### src/rtl/core/cbd_pkg.sv
package cbd_pkg;

  // Fixed widths of the register file and the data path.
  localparam int CFG_W      = 13;
  localparam int CFG_IDX_W  = 4;
  localparam int FACTOR_W   = 9;
  localparam int PIX_W      = 32;
  localparam int TIDX_W     = 24;
  localparam int CHAN_W     = 8;

  // Request queue between the front and the back.
  localparam int QUEUE_DEPTH = 2;
  localparam int QPTR_W      = $clog2(QUEUE_DEPTH);
  localparam int QCNT_W      = $clog2(QUEUE_DEPTH + 1);

  // Factor value that means 1.0.
  localparam logic [FACTOR_W-1:0] FACTOR_ONE = 9'd256;

  // Register indexes of the configuration port.
  typedef enum logic [CFG_IDX_W-1:0] {
    REG_ORIGIN_X     = 4'd0,
    REG_ORIGIN_Y     = 4'd1,
    REG_IMAGE_COLS   = 4'd2,
    REG_IMAGE_ROWS   = 4'd3,
    REG_SCREEN_COLS  = 4'd4,
    REG_SCREEN_ROWS  = 4'd5,
    REG_DARKEN_MODE  = 4'd6,
    REG_SCALE_FACTOR = 4'd7
  } cfg_reg_e;

  // Settings used by the front: origin, clamped image and screen sizes.
  typedef struct packed {
    logic [CFG_W-1:0] origin_x;
    logic [CFG_W-1:0] origin_y;
    logic [CFG_W-1:0] image_cols;
    logic [CFG_W-1:0] image_rows;
    logic [CFG_W-1:0] screen_cols;
    logic [CFG_W-1:0] screen_rows;
  } front_cfg_t;

  // Settings used by the back: row stride and color scaling.
  typedef struct packed {
    logic [CFG_W-1:0]    stride;
    logic                darken;
    logic [FACTOR_W-1:0] factor;
  } back_cfg_t;

  // One visible pixel request: screen position and source word.
  typedef struct packed {
    logic [CFG_W-1:0] pos_x;
    logic [CFG_W-1:0] pos_y;
    logic [PIX_W-1:0] pixel;
  } blit_req_t;

endpackage

### src/rtl/core/cbd_front.sv
module cbd_front
  import cbd_pkg::*;
#(
  parameter int MAX_DIM = 4096
) (
  input  logic       clk_i,
  input  logic       rst_ni,
  input  front_cfg_t cfg_i,
  input  logic       in_valid_i,
  output logic       in_stall_o,
  input  logic [PIX_W-1:0] source_pixel_i,
  input  logic       q_full_i,
  output logic       push_o,
  output blit_req_t  push_req_o
);

  localparam int CNT_W = $clog2(MAX_DIM);
  localparam int EXT_W = ((CNT_W > CFG_W) ? CNT_W : CFG_W) + 1;
  localparam int POS_W = EXT_W + 1;

  logic [CNT_W-1:0] col_q, col_d;
  logic [CNT_W-1:0] row_q, row_d;
  logic             accept;
  logic [EXT_W-1:0] col_next, row_next;
  logic signed [POS_W-1:0] sx, sy;
  logic             visible;

  // The front holds off new pixels only while the queue is full.
  assign in_stall_o = q_full_i;
  assign accept     = in_valid_i && !q_full_i;

  // Screen position of the current pixel.
  assign sx = POS_W'(signed'(cfg_i.origin_x)) + signed'(POS_W'(col_q));
  assign sy = POS_W'(signed'(cfg_i.origin_y)) + signed'(POS_W'(row_q));

  // Clip against the screen; a zero screen size hides every pixel.
  assign visible = !sx[POS_W-1] && !sy[POS_W-1]
                && (POS_W'(sx) < POS_W'(cfg_i.screen_cols))
                && (POS_W'(sy) < POS_W'(cfg_i.screen_rows));

  assign push_o           = accept && visible;
  assign push_req_o.pos_x = sx[CFG_W-1:0];
  assign push_req_o.pos_y = sy[CFG_W-1:0];
  assign push_req_o.pixel = source_pixel_i;

  // Raster position: column wraps at the image width, row at the height.
  assign col_next = EXT_W'(col_q) + EXT_W'(1);
  assign row_next = EXT_W'(row_q) + EXT_W'(1);

  always_comb begin
    col_d = col_q;
    row_d = row_q;
    if (accept) begin
      if (col_next >= EXT_W'(cfg_i.image_cols)) begin
        col_d = '0;
        if (row_next >= EXT_W'(cfg_i.image_rows)) begin
          row_d = '0;
        end else begin
          row_d = row_next[CNT_W-1:0];
        end
      end else begin
        col_d = col_next[CNT_W-1:0];
      end
    end
  end

  always_ff @(posedge clk_i or negedge rst_ni) begin
    if (!rst_ni) begin
      col_q <= '0;
      row_q <= '0;
    end else begin
      col_q <= col_d;
      row_q <= row_d;
    end
  end

endmodule

### src/rtl/core/cbd_queue.sv
module cbd_queue
  import cbd_pkg::*;
(
  input  logic      clk_i,
  input  logic      rst_ni,
  input  logic      push_i,
  input  blit_req_t push_req_i,
  output logic      full_o,
  output logic      valid_o,
  input  logic      pop_i,
  output blit_req_t pop_req_o
);

  blit_req_t         mem_q [QUEUE_DEPTH];
  logic [QPTR_W-1:0] wr_ptr_q, rd_ptr_q;
  logic [QCNT_W-1:0] count_q;

  assign full_o    = (count_q == QCNT_W'(QUEUE_DEPTH));
  assign valid_o   = (count_q != '0);
  assign pop_req_o = mem_q[rd_ptr_q];

  // Storage of the queued requests.
  always_ff @(posedge clk_i) begin
    if (push_i) begin
      mem_q[wr_ptr_q] <= push_req_i;
    end
  end

  // Pointers wrap at the queue depth.
  always_ff @(posedge clk_i or negedge rst_ni) begin
    if (!rst_ni) begin
      wr_ptr_q <= '0;
      rd_ptr_q <= '0;
      count_q  <= '0;
    end else begin
      if (push_i) begin
        wr_ptr_q <= (wr_ptr_q == QPTR_W'(QUEUE_DEPTH - 1)) ? '0 : wr_ptr_q + QPTR_W'(1);
      end
      if (pop_i) begin
        rd_ptr_q <= (rd_ptr_q == QPTR_W'(QUEUE_DEPTH - 1)) ? '0 : rd_ptr_q + QPTR_W'(1);
      end
      if (push_i && !pop_i) begin
        count_q <= count_q + QCNT_W'(1);
      end else if (pop_i && !push_i) begin
        count_q <= count_q - QCNT_W'(1);
      end
    end
  end

endmodule

### src/rtl/core/cbd_back.sv
module cbd_back
  import cbd_pkg::*;
(
  input  logic      clk_i,
  input  logic      rst_ni,
  input  back_cfg_t cfg_i,
  input  logic      q_valid_i,
  input  blit_req_t q_req_i,
  output logic      pop_o,
  output logic      out_valid_o,
  input  logic      out_stall_i,
  output logic [TIDX_W-1:0] target_index_o,
  output logic [PIX_W-1:0]  target_pixel_o
);

  localparam int PROD_W = 2 * CFG_W;
  localparam int SCL_W  = CHAN_W + FACTOR_W;

  logic                out_valid_q;
  logic [TIDX_W-1:0]   index_q;
  logic [PIX_W-1:0]    pixel_q;
  logic [PROD_W-1:0]   row_base, index_sum;
  logic [SCL_W-1:0]    red_s, green_s, blue_s;
  logic [PIX_W-1:0]    word;

  // Take a request whenever the output register is free or being drained.
  assign pop_o = q_valid_i && (!out_valid_q || !out_stall_i);

  // Framebuffer index: row times stride plus column, low bits kept.
  assign row_base  = PROD_W'(q_req_i.pos_y) * PROD_W'(cfg_i.stride);
  assign index_sum = row_base + PROD_W'(q_req_i.pos_x);

  // Each color channel is scaled; bits 15:8 of the product are kept.
  assign red_s   = SCL_W'(q_req_i.pixel[23:16]) * SCL_W'(cfg_i.factor);
  assign green_s = SCL_W'(q_req_i.pixel[15:8])  * SCL_W'(cfg_i.factor);
  assign blue_s  = SCL_W'(q_req_i.pixel[7:0])   * SCL_W'(cfg_i.factor);

  always_comb begin
    if (cfg_i.darken) begin
      word = {8'h00, red_s[15:8], green_s[15:8], blue_s[15:8]};
    end else begin
      word = q_req_i.pixel;
    end
  end

  // Output register.
  always_ff @(posedge clk_i or negedge rst_ni) begin
    if (!rst_ni) begin
      out_valid_q <= 1'b0;
    end else if (pop_o) begin
      out_valid_q <= 1'b1;
    end else if (!out_stall_i) begin
      out_valid_q <= 1'b0;
    end
  end

  always_ff @(posedge clk_i) begin
    if (pop_o) begin
      index_q <= index_sum[TIDX_W-1:0];
      pixel_q <= word;
    end
  end

  assign out_valid_o    = out_valid_q;
  assign target_index_o = index_q;
  assign target_pixel_o = pixel_q;

endmodule

### src/rtl/core/clipped_blit_with_darken.sv
// Clipped image blit with optional darkening.
// Source pixels enter in raster order on the input request channel
// (in_valid_i / in_stall_o / source_pixel_i); the block tracks the image
// column and row itself. Pixels that land on the screen leave on the output
// channel (out_valid_o / out_stall_i) as a framebuffer index and a word;
// pixels off screen are dropped and produce no request.
// Throughput is one pixel per clock while in_stall_o is low. A visible pixel
// accepted on the input passes a two-entry request queue and then the output
// register, where the index multiply and the channel multiplies sit.
// When the receiver stalls, the output register holds its request and the
// queue absorbs up to two more; then in_stall_o rises until the output drains.
// Reset clears the position counters, the queue and the output valid, and
// loads the register defaults: origin 0, image 1 x 1, screen 1920 x 1080,
// copy mode, factor 1.0. Registers are written through cfg_we_i only while
// idle; the user must keep to this, as the block does not enforce it.
module clipped_blit_with_darken
  import cbd_pkg::*;
#(
  parameter int MAX_DIM = 4096
) (
  input  logic                 clk_i,
  input  logic                 rst_ni,
  input  logic                 cfg_we_i,
  input  logic [CFG_IDX_W-1:0] cfg_idx_i,
  input  logic [CFG_W-1:0]     cfg_data_i,
  input  logic                 in_valid_i,
  output logic                 in_stall_o,
  input  logic [PIX_W-1:0]     source_pixel_i,
  output logic                 out_valid_o,
  input  logic                 out_stall_i,
  output logic [TIDX_W-1:0]    target_index_o,
  output logic [PIX_W-1:0]     target_pixel_o
);

  logic [CFG_W-1:0]    origin_x_q, origin_y_q;
  logic [CFG_W-1:0]    image_cols_q, image_rows_q;
  logic [CFG_W-1:0]    screen_cols_q, screen_rows_q;
  logic                darken_q;
  logic [FACTOR_W-1:0] factor_q;

  front_cfg_t front_cfg;
  back_cfg_t  back_cfg;
  logic       q_full, q_valid, push, pop;
  blit_req_t  push_req, pop_req;

  // Size clamp: zero maps to the given value, anything above MAX_DIM to MAX_DIM.
  function automatic logic [CFG_W-1:0] dim_clamp(logic [CFG_W-1:0] v,
                                                 logic [CFG_W-1:0] zero_as);
    logic [CFG_W-1:0] r;
    r = v;
    if (v == '0) begin
      r = zero_as;
    end else if (32'(v) > MAX_DIM) begin
      r = CFG_W'(MAX_DIM);
    end
    return r;
  endfunction

  // Configuration registers.
  always_ff @(posedge clk_i or negedge rst_ni) begin
    if (!rst_ni) begin
      origin_x_q    <= '0;
      origin_y_q    <= '0;
      image_cols_q  <= CFG_W'(1);
      image_rows_q  <= CFG_W'(1);
      screen_cols_q <= CFG_W'(1920);
      screen_rows_q <= CFG_W'(1080);
      darken_q      <= 1'b0;
      factor_q      <= FACTOR_ONE;
    end else if (cfg_we_i) begin
      case (cfg_idx_i)
        REG_ORIGIN_X:     origin_x_q    <= cfg_data_i;
        REG_ORIGIN_Y:     origin_y_q    <= cfg_data_i;
        REG_IMAGE_COLS:   image_cols_q  <= cfg_data_i;
        REG_IMAGE_ROWS:   image_rows_q  <= cfg_data_i;
        REG_SCREEN_COLS:  screen_cols_q <= cfg_data_i;
        REG_SCREEN_ROWS:  screen_rows_q <= cfg_data_i;
        REG_DARKEN_MODE:  darken_q      <= cfg_data_i[0];
        REG_SCALE_FACTOR: factor_q      <= cfg_data_i[FACTOR_W-1:0];
        default: ;
      endcase
    end
  end

  // Clamped views of the registers for each side.
  always_comb begin
    front_cfg.origin_x    = origin_x_q;
    front_cfg.origin_y    = origin_y_q;
    front_cfg.image_cols  = dim_clamp(image_cols_q, CFG_W'(1));
    front_cfg.image_rows  = dim_clamp(image_rows_q, CFG_W'(1));
    front_cfg.screen_cols = dim_clamp(screen_cols_q, '0);
    front_cfg.screen_rows = dim_clamp(screen_rows_q, '0);
    back_cfg.stride       = front_cfg.screen_cols;
    back_cfg.darken       = darken_q;
    back_cfg.factor       = (factor_q > FACTOR_ONE) ? FACTOR_ONE : factor_q;
  end

  cbd_front #(
    .MAX_DIM(MAX_DIM)
  ) u_front (
    .clk_i         (clk_i),
    .rst_ni        (rst_ni),
    .cfg_i         (front_cfg),
    .in_valid_i    (in_valid_i),
    .in_stall_o    (in_stall_o),
    .source_pixel_i(source_pixel_i),
    .q_full_i      (q_full),
    .push_o        (push),
    .push_req_o    (push_req)
  );

  cbd_queue u_queue (
    .clk_i     (clk_i),
    .rst_ni    (rst_ni),
    .push_i    (push),
    .push_req_i(push_req),
    .full_o    (q_full),
    .valid_o   (q_valid),
    .pop_i     (pop),
    .pop_req_o (pop_req)
  );

  cbd_back u_back (
    .clk_i         (clk_i),
    .rst_ni        (rst_ni),
    .cfg_i         (back_cfg),
    .q_valid_i     (q_valid),
    .q_req_i       (pop_req),
    .pop_o         (pop),
    .out_valid_o   (out_valid_o),
    .out_stall_i   (out_stall_i),
    .target_index_o(target_index_o),
    .target_pixel_o(target_pixel_o)
  );

endmodule

### config.mk
export PLATFORM = sky130hd
export DESIGN_NAME = clipped_blit_with_darken
export DESIGN_NICKNAME = d
export VERILOG_FILES = /design/src/rtl/core/cbd_pkg.sv /design/src/rtl/core/cbd_front.sv /design/src/rtl/core/cbd_queue.sv /design/src/rtl/core/cbd_back.sv /design/src/rtl/core/clipped_blit_with_darken.sv
export SDC_FILE = /design/constraint.sdc
export NUM_CORES = 1
export LEC_CHECK = 0
export BUFFER_PORTS_ARGS = -buffer_cell sky130_fd_sc_hd__buf_2
export CAP_MARGIN = 20
export CORE_ASPECT_RATIO = 1.4
export CORE_MARGIN = 2
export CORE_UTILIZATION = 35
export CTS_CLUSTER_SIZE = 30
export DETAILED_ROUTE_END_ITERATION = 6
export SYNTH_ARGS = -nofsm -noshare
export SYNTH_HDL_FRONTEND = slang
export SYNTH_SLANG_ARGS = --single-unit
### constraint.sdc
create_clock -name clk_i -period 10.1 [get_ports clk_i]
set_input_delay 0.505 -clock clk_i [delete_from_list [all_inputs] [get_ports clk_i]]
set_output_delay 0.505 -clock clk_i [all_outputs]
set_load 0.02 [all_outputs]
=== Word level (Yosys, flattened, before mapping) ===
Memory sizes are Yosys's and may differ from the RTL's.
Cells that the tools add are included.

* Add/subtract/negate cells: 9
* $mul: 4
* Order comparisons: 9
* Eq/ne operators: 9
* Multiplexer cells: 20
* Reduce and logical (&&, ||, !) cells: 32

{| class="wikitable"
|+ Operators with widths
! cell !! count
|-
| 2-to-1 mux 13 bit || 8
|-
| greater-than comparator 13 bit (second input constant) || 4
|-
| zero test 13 bit || 4
|-
| multiplier 8 x 9 -> 16 bit || 3
|-
| less-than comparator 15 x 13 -> 1 bit || 2
|-
| adder 13 x 13 -> 14 bit || 2
|-
| greater-or-equal comparator 14 x 13 -> 1 bit || 2
|-
| adder 12 x 1 -> 13 bit (second input constant) || 2
|-
| adder 24 x 13 -> 24 bit || 1
|-
| multiplier 13 x 13 -> 24 bit || 1
|-
| 2-to-1 mux 12 bit || 2
|-
| 2-to-1 mux 24 bit || 1
|-
| AND reduction 2 bit || 9
|-
| equality test 4 x 3 -> 1 bit (second input constant) || 4
|-
| greater-than comparator 9 bit (second input constant) || 1
|-
| 2-to-1 mux 9 bit || 1
|-
| equality test 4 x 2 -> 1 bit (second input constant) || 2
|-
| logical AND 1 bit || 8
|-
| zero test 1 bit || 7
|-
| 2-to-1 mux 1 bit || 6
|-
| equality test 4 x 1 -> 1 bit (second input constant) || 1
|-
| zero test 4 bit || 1
|-
| 2-to-1 mux 2 bit || 2
|-
| nonzero test 2 bit || 2
|-
| 6 further kinds || 7
|}

* Register bits after elaboration: 173
* Bits in writable memories: 116
* Input bits: 54
* Output and inout port bits: 58
* Memories: 1

{| class="wikitable"
|+ Memories
! name !! depth !! width !! read ports !! clocked after Yosys merged registers in !! write ports !! RTL line !! text
|-
| u_queue.mem_q || 2 || 58 || 1 || 0 || 1 || cbd_queue.sv:14 || <nowiki>blit_req_t mem_q [QUEUE_DEPTH];</nowiki>
|}

=== Longest topological paths before layout ===
Gate-level depths: netlist of the first run.

* Depth after elaboration: 11
* Depth in mapped cells: 27
* Mapped depth without buffers: 26

=== By module ===
Synthesis of the first run repeated with hierarchy kept, for this count alone.

* Cells, all modules: 2439
* Area total of the unflattened synthesis: 26191.4 um^2

{| class="wikitable"
|+ By module, submodules not included
! module !! instances !! cells an instance !! area an instance (um^2)
|-
| cbd_back || 1 || 1510 || 14094.8
|-
| cbd_queue || 1 || 197 || 4420.5
|-
| cbd_front || 1 || 464 || 3886.2
|-
| clipped_blit_with_darken || 1 || 268 || 3789.9
|}

=== Worst setup path before layout of the first run ===
Ideal clock, no wire load.

* Kind: reg-to-reg
* From: register u_front.col_q[0]
* To: memory u_queue.mem_q[0][0] (netlist name), enable pin
* Setup time: 0.481 ns
* Data arrival time: 6.402 ns
* Data required time: 9.619 ns
* Slack: 3.217 ns
* Stages on the path, launching flop included: 22
* Cell sequence: dfrtp_1 ha_1 fa_1 a21o_1 a21oi_1 o21bai_1 a21oi_1 nor2b_1 o21ai_0 a21oi_1 mux2i_1 o2111ai_1 ha_1 a211o_1 a21oi_1 o311ai_0 a211oi_1 o221ai_1 nor2_1 nand4_1 a21oi_2 nor2b_1

{| class="wikitable"
|+ RTL lines
! item !! RTL line !! text
|-
| start: declaration || cbd_front.sv:21 || <nowiki>logic [CNT_W-1:0] col_q, col_d;</nowiki>
|-
| start signal: assignment || cbd_front.sv:72 || <nowiki>col_q <= col_d;</nowiki>
|-
| end: declaration || cbd_queue.sv:14 ||
|}

=== Final worst setup path of the first run ===
* From: register u_queue.rd_ptr_q
* To: register u_back.index_q[23], in the netlist u_back.target_index_o[23] (data pin)

* Cells in the longest elaborated chain, start to end: 3

{| class="wikitable"
|+ Ends and longest elaborated chain
! item !! RTL line !! text
|-
| start: declaration || cbd_queue.sv:15 || <nowiki>logic [QPTR_W-1:0] wr_ptr_q, rd_ptr_q;</nowiki>
|-
| start signal: assignment || cbd_queue.sv:40 || <nowiki>rd_ptr_q <= (rd_ptr_q == QPTR_W'(QUEUE_DEPTH - 1)) ? '0 : rd_ptr_q + QPTR_W'(1);</nowiki>
|-
| memory (2 x 58 bit) (*) || n/a ||
|-
| multiplier 13 x 13 -> 24 bit || cbd_back.sv:30 || <nowiki>assign row_base = PROD_W'(q_req_i.pos_y) * PROD_W'(cfg_i.stride);</nowiki>
|-
| adder 24 x 13 -> 24 bit (*) || cbd_back.sv:31 || <nowiki>assign index_sum = row_base + PROD_W'(q_req_i.pos_x);</nowiki>
|-
| named net u_back.index_sum[23] || cbd_back.sv:22 || <nowiki>logic [PROD_W-1:0] row_base, index_sum;</nowiki>
|-
| end signal: assignment || cbd_back.sv:59 || <nowiki>index_q <= index_sum[TIDX_W-1:0];</nowiki>
|-
| end: declaration || cbd_back.sv:20 || <nowiki>logic [TIDX_W-1:0] index_q;</nowiki>
|}

Mark *: on every way through the listed nets, which the timed path passes. The rest lies on a longest branch.
A chain may end at the register's enable or synchronous reset.

==> results.py, run 1 <==
metrics = {
    "outcome": {
        "status": "completed",
    },
    "layout": {
        "area_delta_synth_final_pct": 10.72,
        "final_cell_mix": "inv_1, nand2_1, ha_1, fa_1, nor2_1",
        "regArea_um2": 8112,
        "mostFrequentLayoutCell": "inv_1",
        "layout.nets": 3032,
        "fillers": 7009,
        "multi_input_area_um2": 15470,
        "drive_above_1_share_pct": 14.04,
        "n_antenna_cell": 0,
    },
    "grt": {
        "grt_pass1_wl_mm": 103.0,
        "antenna_found_initial": 1,
        "grt_pass1_vias": 18890,
        "grt_usage_pct": 17.85,
        "grt_max_degree": 63,
        "grt_overflow": 0,
    },
    "clock_tree": {
        "clock_tree.root_cell": "clkbuf_16",
        "cts_resized": 0,
        "clock-sinks": 289,
        "post_cts_buffers": 0,
        "cts_tree": "yes",
        "cts_buffers": 31,
        "clockBufferDepth": 3,
        "clk_pin_slew_ns": 0.07,
        "cts.htree.levels": 1,
        "clk-insertion-delay-late_ns": 0.63,
    },
    "die": {
        "die_area_um2": 73800,
        "die_h_um": 320.6,
        "pin_count": 112,
        "die_w_um": 230.2,
        "row_count": 116,
        "coreArea_um2": 71260,
        "start_util_pct": 35.17,
    },
    "drt": {
        "drc": 0,
        "ant_nets": 0,
        "dr.pass1.iters": 5,
        "vias": 17280,
        "vias_per_cell": 5.017,
        "wl_mm": 64.68,
        "wl_per_cell_um": 18.78,
        "drt_iter0_markers": 1035,
    },
    "yosys": {
        "netlist_area_um2": 25060,
        "synth_nets": 2939,
        "async_flop_share_pct": 40.48,
        "yosys.area.top_type": "edfxtp_1",
        "ys_warn_count": 0,
        "ys.flop_type": "edfxtp_1",
        "ys_ff_latch": 289,
        "synth_cell_types": 64,
        "syn-instance-count": 2382,
        "synth_edf_count": 172,
        "synth.avg_cell_area_um2": 10.52,
        "synth.area.top_cells": "edfxtp_1, fa_1, ha_1",
        "ys_seq_area_share_pct": 32.34,
        "yosysTopAreaCellShare_pct": 20.61,
    },
    "critical_path": {
        "cp_slowest_cell": "dfrtp_4",
        "slowest_delay_ns": 0.97,
        "required_ns": 10.46,
        "path_class": "reg -> reg",
        "crit_fanout": 50,
        "cp-start-kind": "register",
        "arrival_ns": 7.92,
        "crit_chain": "mux2i_1, nor2_1, fa_1, inv_1, fa_1, inv_1, fa_1, inv_1, fa_1, fa_1, fa_1, inv_1, ha_1, a21oi_1, nand2_1, o41ai_1, o2111ai_1, nand2_1, o211ai_1, o41ai_1, xnor2_1",
        "end_kind": "register",
        "cpMostUsedCell": "fa_1",
    },
    "place": {
        "io_buffers": 111,
        "dp_hpwl_mm": 50.79,
        "globalplace.congestion": 0.8941,
    },
    "hold_path": {
        "hold_path_class": "in -> reg",
    },
    "sta": {
        "clock.fmax_ghz": 0.1324,
        "tns_ns": 0,
        "hold_violations": 0,
        "tightest_slew_ns": 1.089,
        "finalCritPeriodShare_pct": 74.78,
        "report.final.slew_viol_count": 0,
        "post-route-min-period_ns": 7.553,
        "relSlewSlack_pct": 27.07,
        "setup_violations": 0,
        "rsz0062_at_grt": "no",
        "finClkSkew_ns": 0.02304,
    },
    "run": {
        "cap_viol_max_count": 0,
    },
}
-- path summary, 6_finish.rpt --
kind	end	cells after the start	slack, ns	from
hold / removal	u_queue.mem_q[0][15]$_DFFE_PP_	1	0.06	source_pixel_i[15]
max in group asynchronous	u_queue.rd_ptr_q$_DFFE_PN0P_	3	8.22	rst_ni
min in group asynchronous	screen_rows_q[9]$_DFFE_PN0P_	2	0.52	rst_ni
setup reg to reg	u_back.target_index_o[23]$_DFFE_PP_	21	2.55	u_queue.rd_ptr_q$_DFFE_PN0P_
hold reg to reg	screen_rows_q[9]$_DFFE_PN0P_	1	0.51	screen_rows_q[9]$_DFFE_PN0P_
setup / recovery	u_back.target_index_o[23]$_DFFE_PP_	21	2.55	u_queue.rd_ptr_q$_DFFE_PN0P_
-- Yosys cell counts, drive strengths merged, types with 8 or more instances --
cell,instances
a21oi,74
o21ai,55
ha,252
dfrtp,106
dfstp,11
inv,327
nand2,283
nor2,222
clkbuf,55
mux2i,43
nand3b,8
nand3,32
and3,11
o21bai,12
nor2b,24
fa,251
nor3,15
nand2b,27
xor2,30
edfxtp,172
a21o,28
xnor2,72
mux2,128
buf,15
and2,31
-- worst max-delay path, delay by kind of cell (launching register included) --
kind,cells,cell delay [ns]
fa+ha+maj,7,3.28
simple gates,3,0.35
mux,1,0.58
compound gates,5,1.78
buf+inv,4,0.19
xor+xnor,1,0.10
flops,1,0.97
-- repair_timing --
item	in CTS	in global routing
endpoints found under the hold margin	54	0
setup endpoints to repair	0	0
hold buffers	1	0
-- per-stage QoR --
stage                     hold WS, ns  setup WS [ns]  utilization (%)  area (um^2)  instances
after global placement         0.4900          2.561            37.43        26670       3383
after global routing          0.04490          2.124            38.94        27750       3444
after detailed placement       0.4959          2.494            37.43        26670       3383
final                         0.06477          2.547            38.94        27750       3444
after floorplan                0.2094          3.217                -        25060       2382
after CTS                     0.03072          2.461            38.92        27730       3442
-- logic make-up after synthesis --
kind of cell / count (synthesis) / share of synthesized area, %
AOI/OAI and AO/OA: 231 / 5.856
xor gates and xnor gates: 102 / 3.564
adders and majority gates: 503 / 32.63
buffers and inverters: 397 / 5.981
DFF: 289 / 32.34
muxes: 171 / 7.468
and+or+nand+nor: 689 / 12.16
-- flip-flops by register name, summed over array words and instances, names as in the netlist --
register,count
image_cols_q,13
darken_q,1
u_queue.mem_q,116
screen_rows_q,13
u_front.row_q,12
factor_q,9
origin_y_q,13
u_back.target_index_o,24
u_queue.count_q,2
u_queue.rd_ptr_q,1
u_back.target_pixel_o,32
u_front.col_q,12
screen_cols_q,13
u_back.out_valid_o,1
u_queue.wr_ptr_q,1
image_rows_q,13
origin_x_q,13
-- area by class of cell --
cell class	count	share of cell area, %
repair buffers	130	2.534
flip-flops and latches	289	29.23
clock inverters	26	0.9063
well taps	944	4.256
clock buffers	32	2.886
inverters	327	4.423
multi-input cells	1696	55.76
-- layer usage --
| layer | wire [um] | part of all wire [%] | track usage (%) | up-vias |
|---|---|---|---|---|
| li1 | - | - | - | 8038 |
| met1 | 24900 | 38 | 20.19 | 8680 |
| met2 | 34080 | 53 | 33.53 | 413 |
| met3 | 2562 | 4.0 | 1.823 | 149 |
| met4 | 3144 | 4.9 | 8.129 | 0 |
| met5 | 0 | 0 | 0 | - |
Power of run 1 is left out: the tool's default activity adds up to more than one toggle a clock period on the data nets, which glitch-free logic cannot reach.
==> run 2: changes to the inputs <==
clock period = 6.6 ns   (was 10.1 ns; I/O delays follow)
==> run 2 against run 1 <==
  * Clock-buffer cell count increased by 12
  * Sequential share of layout area fell by 1.1 points
  * Critical path depth up 2
  * First-iteration DRC count is 25% lower
  * Core utilization grew 1.5 points
  * Via count up 2.5%
  * Final cell count increased by 3.0%
  * Register-to-register slack got worse by 2.3 ns
  * Setup slack lost 2.3 ns
  * Non-clock buffer count increased by 100
  * Sequential cell count unchanged
  * Clock skew about the same
  * Largest cell class unchanged
==> results.py, run 2 (same netlist as run 1, synthesis figures left out) <==
metrics = {
    "sta": {
        "hold_violations": 0,
        "report.final.slew_viol_count": 0,
        "post-route-min-period_ns": 6.359,
        "finalCritPeriodShare_pct": 96.35,
        "relSlewSlack_pct": 27.49,
        "tightest_slew_ns": 1.083,
        "setup_slack_ns": 0.2409,
        "finClkSkew_ns": 0.02306,
        "setup_violations": 0,
        "hold_ws_ns": 0.03867,
        "tns_ns": 0,
        "rsz0062_at_grt": "no",
        "clock.fmax_ghz": 0.1573,
    },
    "place": {
        "dp_slack_ns": 0.1236,
        "globalplace.congestion": 0.8958,
        "io_buffers": 111,
        "dp_hpwl_mm": 51.12,
    },
    "drt": {
        "vias_per_cell": 4.990,
        "drc": 0,
        "ant_nets": 0,
        "drt_iter0_markers": 774,
        "wl_mm": 64.66,
        "vias": 17710,
        "wl_per_cell_um": 18.22,
        "dr.pass1.iters": 5,
    },
    "outcome": {
        "status": "completed",
    },
    "grt": {
        "grt_usage_pct": 17.86,
        "grt_max_degree": 66,
        "grt_overflow": 0,
        "grt_pass1_vias": 19330,
        "antenna_found_initial": 0,
        "grt_pass1_wl_mm": 103.4,
    },
    "die": {
        "coreArea_um2": 71260,
        "die_h_um": 320.6,
        "die_w_um": 230.2,
        "row_count": 116,
        "start_util_pct": 35.17,
        "pin_count": 112,
        "die_area_um2": 73800,
    },
    "critical_path": {
        "end_kind": "register",
        "critical_path_buf_inv_count": 7,
        "arrival_ns": 6.67,
        "cpLargestDelayFamily": "adder cells",
        "cpMostUsedCell": "fa_1",
        "cp-start-kind": "register",
        "ff2ff_setup_slack_ns": 0.24,
        "cp_slowest_cell": "fa_1",
        "path_class": "reg -> reg",
        "r2r_start": "u_queue.rd_ptr_q$_DFFE_PN0P_",
        "r2r_cells": 23,
        "slowest_delay_ns": 0.53,
        "crit_fanout": 10,
        "crit_chain": "buf_4, mux2i_1, nor2_1, fa_1, inv_1, fa_1, inv_1, fa_1, fa_1, fa_1, inv_1, fa_1, inv_1, ha_1, inv_1, o21ba_2, a21oi_1, a31o_2, o41ai_2, buf_4, o2111ai_1, a21oi_1, xnor2_1",
        "required_ns": 6.91,
        "rr_endpoint": "u_back.target_index_o[22]$_DFFE_PP_",
    },
    "layout": {
        "layout.nets": 3136,
        "final_cell_mix": "inv_1, nand2_1, ha_1, fa_1, nor2_1",
        "n_antenna_cell": 0,
        "largest_reg_flops": 116,
        "area_delta_synth_final_pct": 14.89,
        "mostFrequentLayoutCell": "inv_1",
        "top_register": "u_queue.mem_q",
        "drive_above_1_share_pct": 16.51,
    },
    "clock_tree": {
        "clk-insertion-delay-late_ns": 0.57,
        "cts.htree.levels": 2,
        "clock-sinks": 289,
        "clk_pin_slew_ns": 0.06,
        "clockBufferDepth": 3,
        "clock_tree.root_cell": "clkbuf_16",
        "cts_buffers": 35,
        "cts_tree": "yes",
    },
    "hold_path": {
        "worst_hold_startpoint": "source_pixel_i[23]",
        "hold_path_class": "in -> reg",
        "holdPathEnd": "u_queue.mem_q[1][23]$_DFFE_PP_",
        "holdPathStages": 1,
    },
    "run": {
        "cap_viol_max_count": 0,
    },
}
## run 2: changes by cell type in the layout (fill, tap and decap cells not counted), sizes merged
cell         previous run  this run
buf                   129       197
dlygate4sd3             1        33
clkbuf                 32        44
bufinv                  3         1
clkinv                 14        12
inv                   333       331
clkinvlp                3         2
## run 2: routing by layer
| layer | GRT usage, % | wire length [um] | vias to the layer above |
|---|---|---|---|
| li1 | - | - | 8265 |
| met1 | 20.96 | 25940 | 8975 |
| met2 | 33.02 | 33920 | 361 |
| met3 | 2.178 | 2464 | 108 |
| met4 | 6.767 | 2338 | 0 |
| met5 | 0 | 0 | - |
## run 2: area by class of cell
class	count	area (um^2)
fill	6882	42470
multi-input combinational	1696	15520
sequential	289	8112
timing repair buffer	230	1588
inverter	327	1227
tap	944	1181
clock buffer	44	983.4
clock inverter	19	178.9
## run 2: worst max-delay path by stage
stage / slack, ns / end / startpoint / cells after the start
4_1_cts: 0.1 / u_back.target_index_o[23]$_DFFE_PP_ / screen_cols_q[10]$_DFFE_PN1P_ / 23
3_3_place_gp: 0.21 / u_back.target_index_o[23]$_DFFE_PP_ / screen_cols_q[10]$_DFFE_PN1P_ / 25
2_1_floorplan: 0.1 / u_back.target_index_o[22]$_DFFE_PP_ / u_queue.rd_ptr_q$_DFFE_PN0P_ / 27
5_1_grt: 0.001 / u_back.target_index_o[22]$_DFFE_PP_ / u_queue.rd_ptr_q$_DFFE_PN0P_ / 25
3_5_place_dp: 0.12 / u_back.target_index_o[22]$_DFFE_PP_ / screen_cols_q[10]$_DFFE_PN1P_ / 23
6_report: 0.24 / u_back.target_index_o[22]$_DFFE_PP_ / u_queue.rd_ptr_q$_DFFE_PN0P_ / 23
## run 2: through the flow
step | util, % | cells | cell area (um^2)
floorplan | - | 2382 | 25080
global placement | 38.22 | 3450 | 27230
detailed placement | 38.23 | 3451 | 27240
CTS | 40.32 | 3547 | 28730
global route | 40.40 | 3549 | 28790
finish | 40.40 | 3549 | 28790
## run 2: repair_timing
action,4_1_cts,5_1_grt
setup endpoints to repair,0,5
resized for setup,0,10
hold buffers,33,0
endpoints found under the hold margin,120,0
buffers inserted,0,1
## run 2: worst register-to-register path, stage by stage, from the launching register on
cell       delay, ns
dfrtp_4         0.51
buf_4           0.23
mux2i_1         0.44
nor2_1          0.12
fa_1            0.52
inv_1           0.05
fa_1            0.47
inv_1           0.05
fa_1            0.53
fa_1            0.48
fa_1            0.51
inv_1           0.05
fa_1            0.47
inv_1           0.04
ha_1            0.33
inv_1           0.07
o21ba_2         0.20
a21oi_1         0.18
a31o_2          0.21
o41ai_2         0.06
buf_4           0.15
o2111ai_1       0.18
a21oi_1         0.10
xnor2_1         0.13
Power of run 2 is left out for the same reason.
==> run 3: changes to the inputs <==
SKIP_LAST_GASP = 1   (was default)
clock period = 8.2 ns   (was 6.6 ns; I/O delays follow)
==> run 3 against run 2 <==
  * Critical path depth stayed put
  * Register-to-register slack better by 0.76 ns
  * Global-route usage increased by 0.29 points
  * First-iteration DRC count fell by 1.9%
  * Sequential share of layout area grew 0.65 points
  * Die area is the same
  * Clock-buffer cell count did not move
  * Final cell count shrank 2.2%
  * Hold slack improved by 0.0012 ns
  * Clock skew is 0.00088 ns higher
  * Critical path type unchanged
==> results.py, run 3 (same netlist as run 1, synthesis figures left out) <==
metrics = {
    "clock_tree": {
        "post_cts_buffers": 0,
        "clockBufferDepth": 3,
        "clock_tree.root_cell": "clkbuf_16",
        "clk_pin_slew_ns": 0.06,
        "cts_tree": "yes",
        "cts_buffers": 34,
        "clk-insertion-delay-late_ns": 0.57,
        "cts.htree.levels": 2,
        "clock-sinks": 289,
    },
    "place": {
        "dp_hpwl_mm": 51.25,
        "globalplace.congestion": 0.9083,
        "io_buffers": 111,
    },
    "sta": {
        "post-route-min-period_ns": 7.195,
        "rsz0062_at_grt": "no",
        "finClkSkew_ns": 0.02394,
        "setup_violations": 0,
        "tns_ns": 0,
        "relSlewSlack_pct": 33.04,
        "clock.fmax_ghz": 0.1390,
        "report.final.slew_viol_count": 0,
        "hold_violations": 0,
        "finalCritPeriodShare_pct": 87.74,
        "tightest_slew_ns": 1.001,
    },
    "drt": {
        "drc": 0,
        "wl_mm": 65.60,
        "wl_per_cell_um": 18.90,
        "vias": 17440,
        "drt_iter0_markers": 759,
        "ant_nets": 0,
        "dr.pass1.iters": 5,
        "vias_per_cell": 5.025,
    },
    "grt": {
        "grt_pass1_wl_mm": 103.8,
        "grt_max_degree": 62,
        "grt_pass1_vias": 19040,
        "antenna_found_initial": 1,
        "grt_overflow": 0,
        "grt_usage_pct": 18.15,
    },
    "outcome": {
        "status": "completed",
    },
    "layout": {
        "drive_above_1_share_pct": 14.14,
        "multi_input_area_um2": 15470,
        "area_delta_synth_final_pct": 12.30,
        "layout.nets": 3056,
        "fillers": 6884,
        "top_register": "u_queue.mem_q",
        "final_cell_mix": "inv_1, nand2_1, ha_1, fa_1, nor2_1",
        "mostFrequentLayoutCell": "inv_1",
        "regArea_um2": 8112,
        "largest_reg_flops": 116,
    },
    "hold_path": {
        "worst_hold_startpoint": "source_pixel_i[7]",
        "hold_path_class": "in -> reg",
        "holdPathEnd": "u_queue.mem_q[0][7]$_DFFE_PP_",
        "holdPathStages": 1,
    },
    "die": {
        "die_w_um": 230.2,
        "die_h_um": 320.6,
        "row_count": 116,
        "coreArea_um2": 71260,
        "pin_count": 112,
        "start_util_pct": 35.17,
        "die_area_um2": 73800,
    },
    "critical_path": {
        "r2r_cells": 23,
        "ff2ff_setup_slack_ns": 1.01,
        "rr_endpoint": "u_back.target_index_o[22]$_DFFE_PP_",
        "slowest_delay_ns": 0.62,
        "cp_slowest_cell": "dfrtp_1",
        "crit_chain": "inv_1, nand2_1, nor2_1, fa_1, inv_1, fa_1, inv_1, fa_1, inv_1, fa_1, fa_1, fa_1, inv_1, ha_1, a21oi_1, o21ai_0, a21oi_1, a21oi_1, a31o_2, o41ai_2, o2111ai_1, a21oi_1, xnor2_1",
        "crit_cells": 23,
        "cp-start-kind": "register",
        "critical_path_buf_inv_count": 5,
        "crit_fanout": 15,
        "path_class": "reg -> reg",
        "required_ns": 8.51,
        "r2r_start": "screen_cols_q[12]$_DFFE_PN0P_",
        "cpMostUsedCell": "fa_1",
        "arrival_ns": 7.51,
        "end_kind": "register",
        "cpLargestDelayFamily": "adder cells",
    },
    "run": {
        "cap_viol_max_count": 0,
    },
}
==> run 3: cell types whose count changed in the layout (fill, tap and decap cells not counted), moves of 4 or more <==
cell,change
clkinv_2,-7
bufinv_16,+6
buf_12,-4
dlygate4sd3_1,-18
mux2i_2,-4
mux2i_1,+4
buf_4,-57
==> run 3: how the worst max path moves through the flow <==
stage          slack (ns)                     startpoint                             endpoint
4_1_cts              0.97  screen_cols_q[12]$_DFFE_PN0P_  u_back.target_index_o[22]$_DFFE_PP_
5_1_grt              0.50  screen_cols_q[12]$_DFFE_PN0P_  u_back.target_index_o[22]$_DFFE_PP_
3_3_place_gp         1.15  screen_cols_q[12]$_DFFE_PN0P_  u_back.target_index_o[23]$_DFFE_PP_
6_report             1.01  screen_cols_q[12]$_DFFE_PN0P_  u_back.target_index_o[22]$_DFFE_PP_
2_1_floorplan        1.32   u_front.col_q[0]$_DFFE_PN0P_        u_queue.mem_q[0][0]$_DFFE_PP_
3_5_place_dp         0.98  screen_cols_q[12]$_DFFE_PN0P_  u_back.target_index_o[22]$_DFFE_PP_
==> run 3: worst reg2reg max path, cell delays in order (launching register included) <==
cell	delay, ns
dfrtp_1	0.62
inv_1	0.33
nand2_1	0.46
nor2_1	0.12
fa_1	0.52
inv_1	0.05
fa_1	0.48
inv_1	0.06
fa_1	0.51
inv_1	0.06
fa_1	0.44
fa_1	0.49
fa_1	0.50
inv_1	0.05
ha_1	0.34
a21oi_1	0.24
o21ai_0	0.12
a21oi_1	0.26
a21oi_1	0.20
a31o_2	0.30
o41ai_2	0.39
o2111ai_1	0.15
a21oi_1	0.19
xnor2_1	0.08
==> run 3: area by class of cell <==
type | count | area share, %
diodes | 1 | 0.008891
clock buffers | 44 | 3.379
clock inverters | 18 | 1.058
inverters | 327 | 4.361
multi-input cells | 1696 | 54.98
flip-flops and latches | 289 | 28.82
well taps | 944 | 4.197
repair buffers | 151 | 3.196
==> run 3: layer usage <==
metal / vias to the layer above / GRT usage (%) / share of wire (%) / routed length [um]
met5: - / 0 / 0 / 0
met4: 0 / 7.842 / 4.4 / 2899
met3: 131 / 2.169 / 3.3 / 2155
met2: 350 / 34.26 / 53 / 34780
met1: 8853 / 20.32 / 39 / 25760
li1: 8104 / - / - / -
==> run 3: repair_timing <==
item	CTS	global route
endpoints found under the setup margin	0	0
endpoints found under the hold margin	78	0
resized for setup	0	0
hold buffers	15	0
==> run 3: per-stage QoR <==
stage | utilization, % | setup slack, ns | cell area [um^2] | hold slack (ns) | cells
after floorplan | - | 1.317 | 25060 | 0.1144 | 2382
after global placement | 37.50 | 1.148 | 26720 | 0.4905 | 3390
after detailed placement | 37.50 | 0.9793 | 26720 | 0.4956 | 3390
after CTS | 39.46 | 0.9685 | 28120 | 0.002396 | 3467
after global routing | 39.49 | 0.5027 | 28140 | 0.01358 | 3470
final | 39.49 | 1.005 | 28140 | 0.03985 | 3470
Power of run 3 is left out for the same reason.
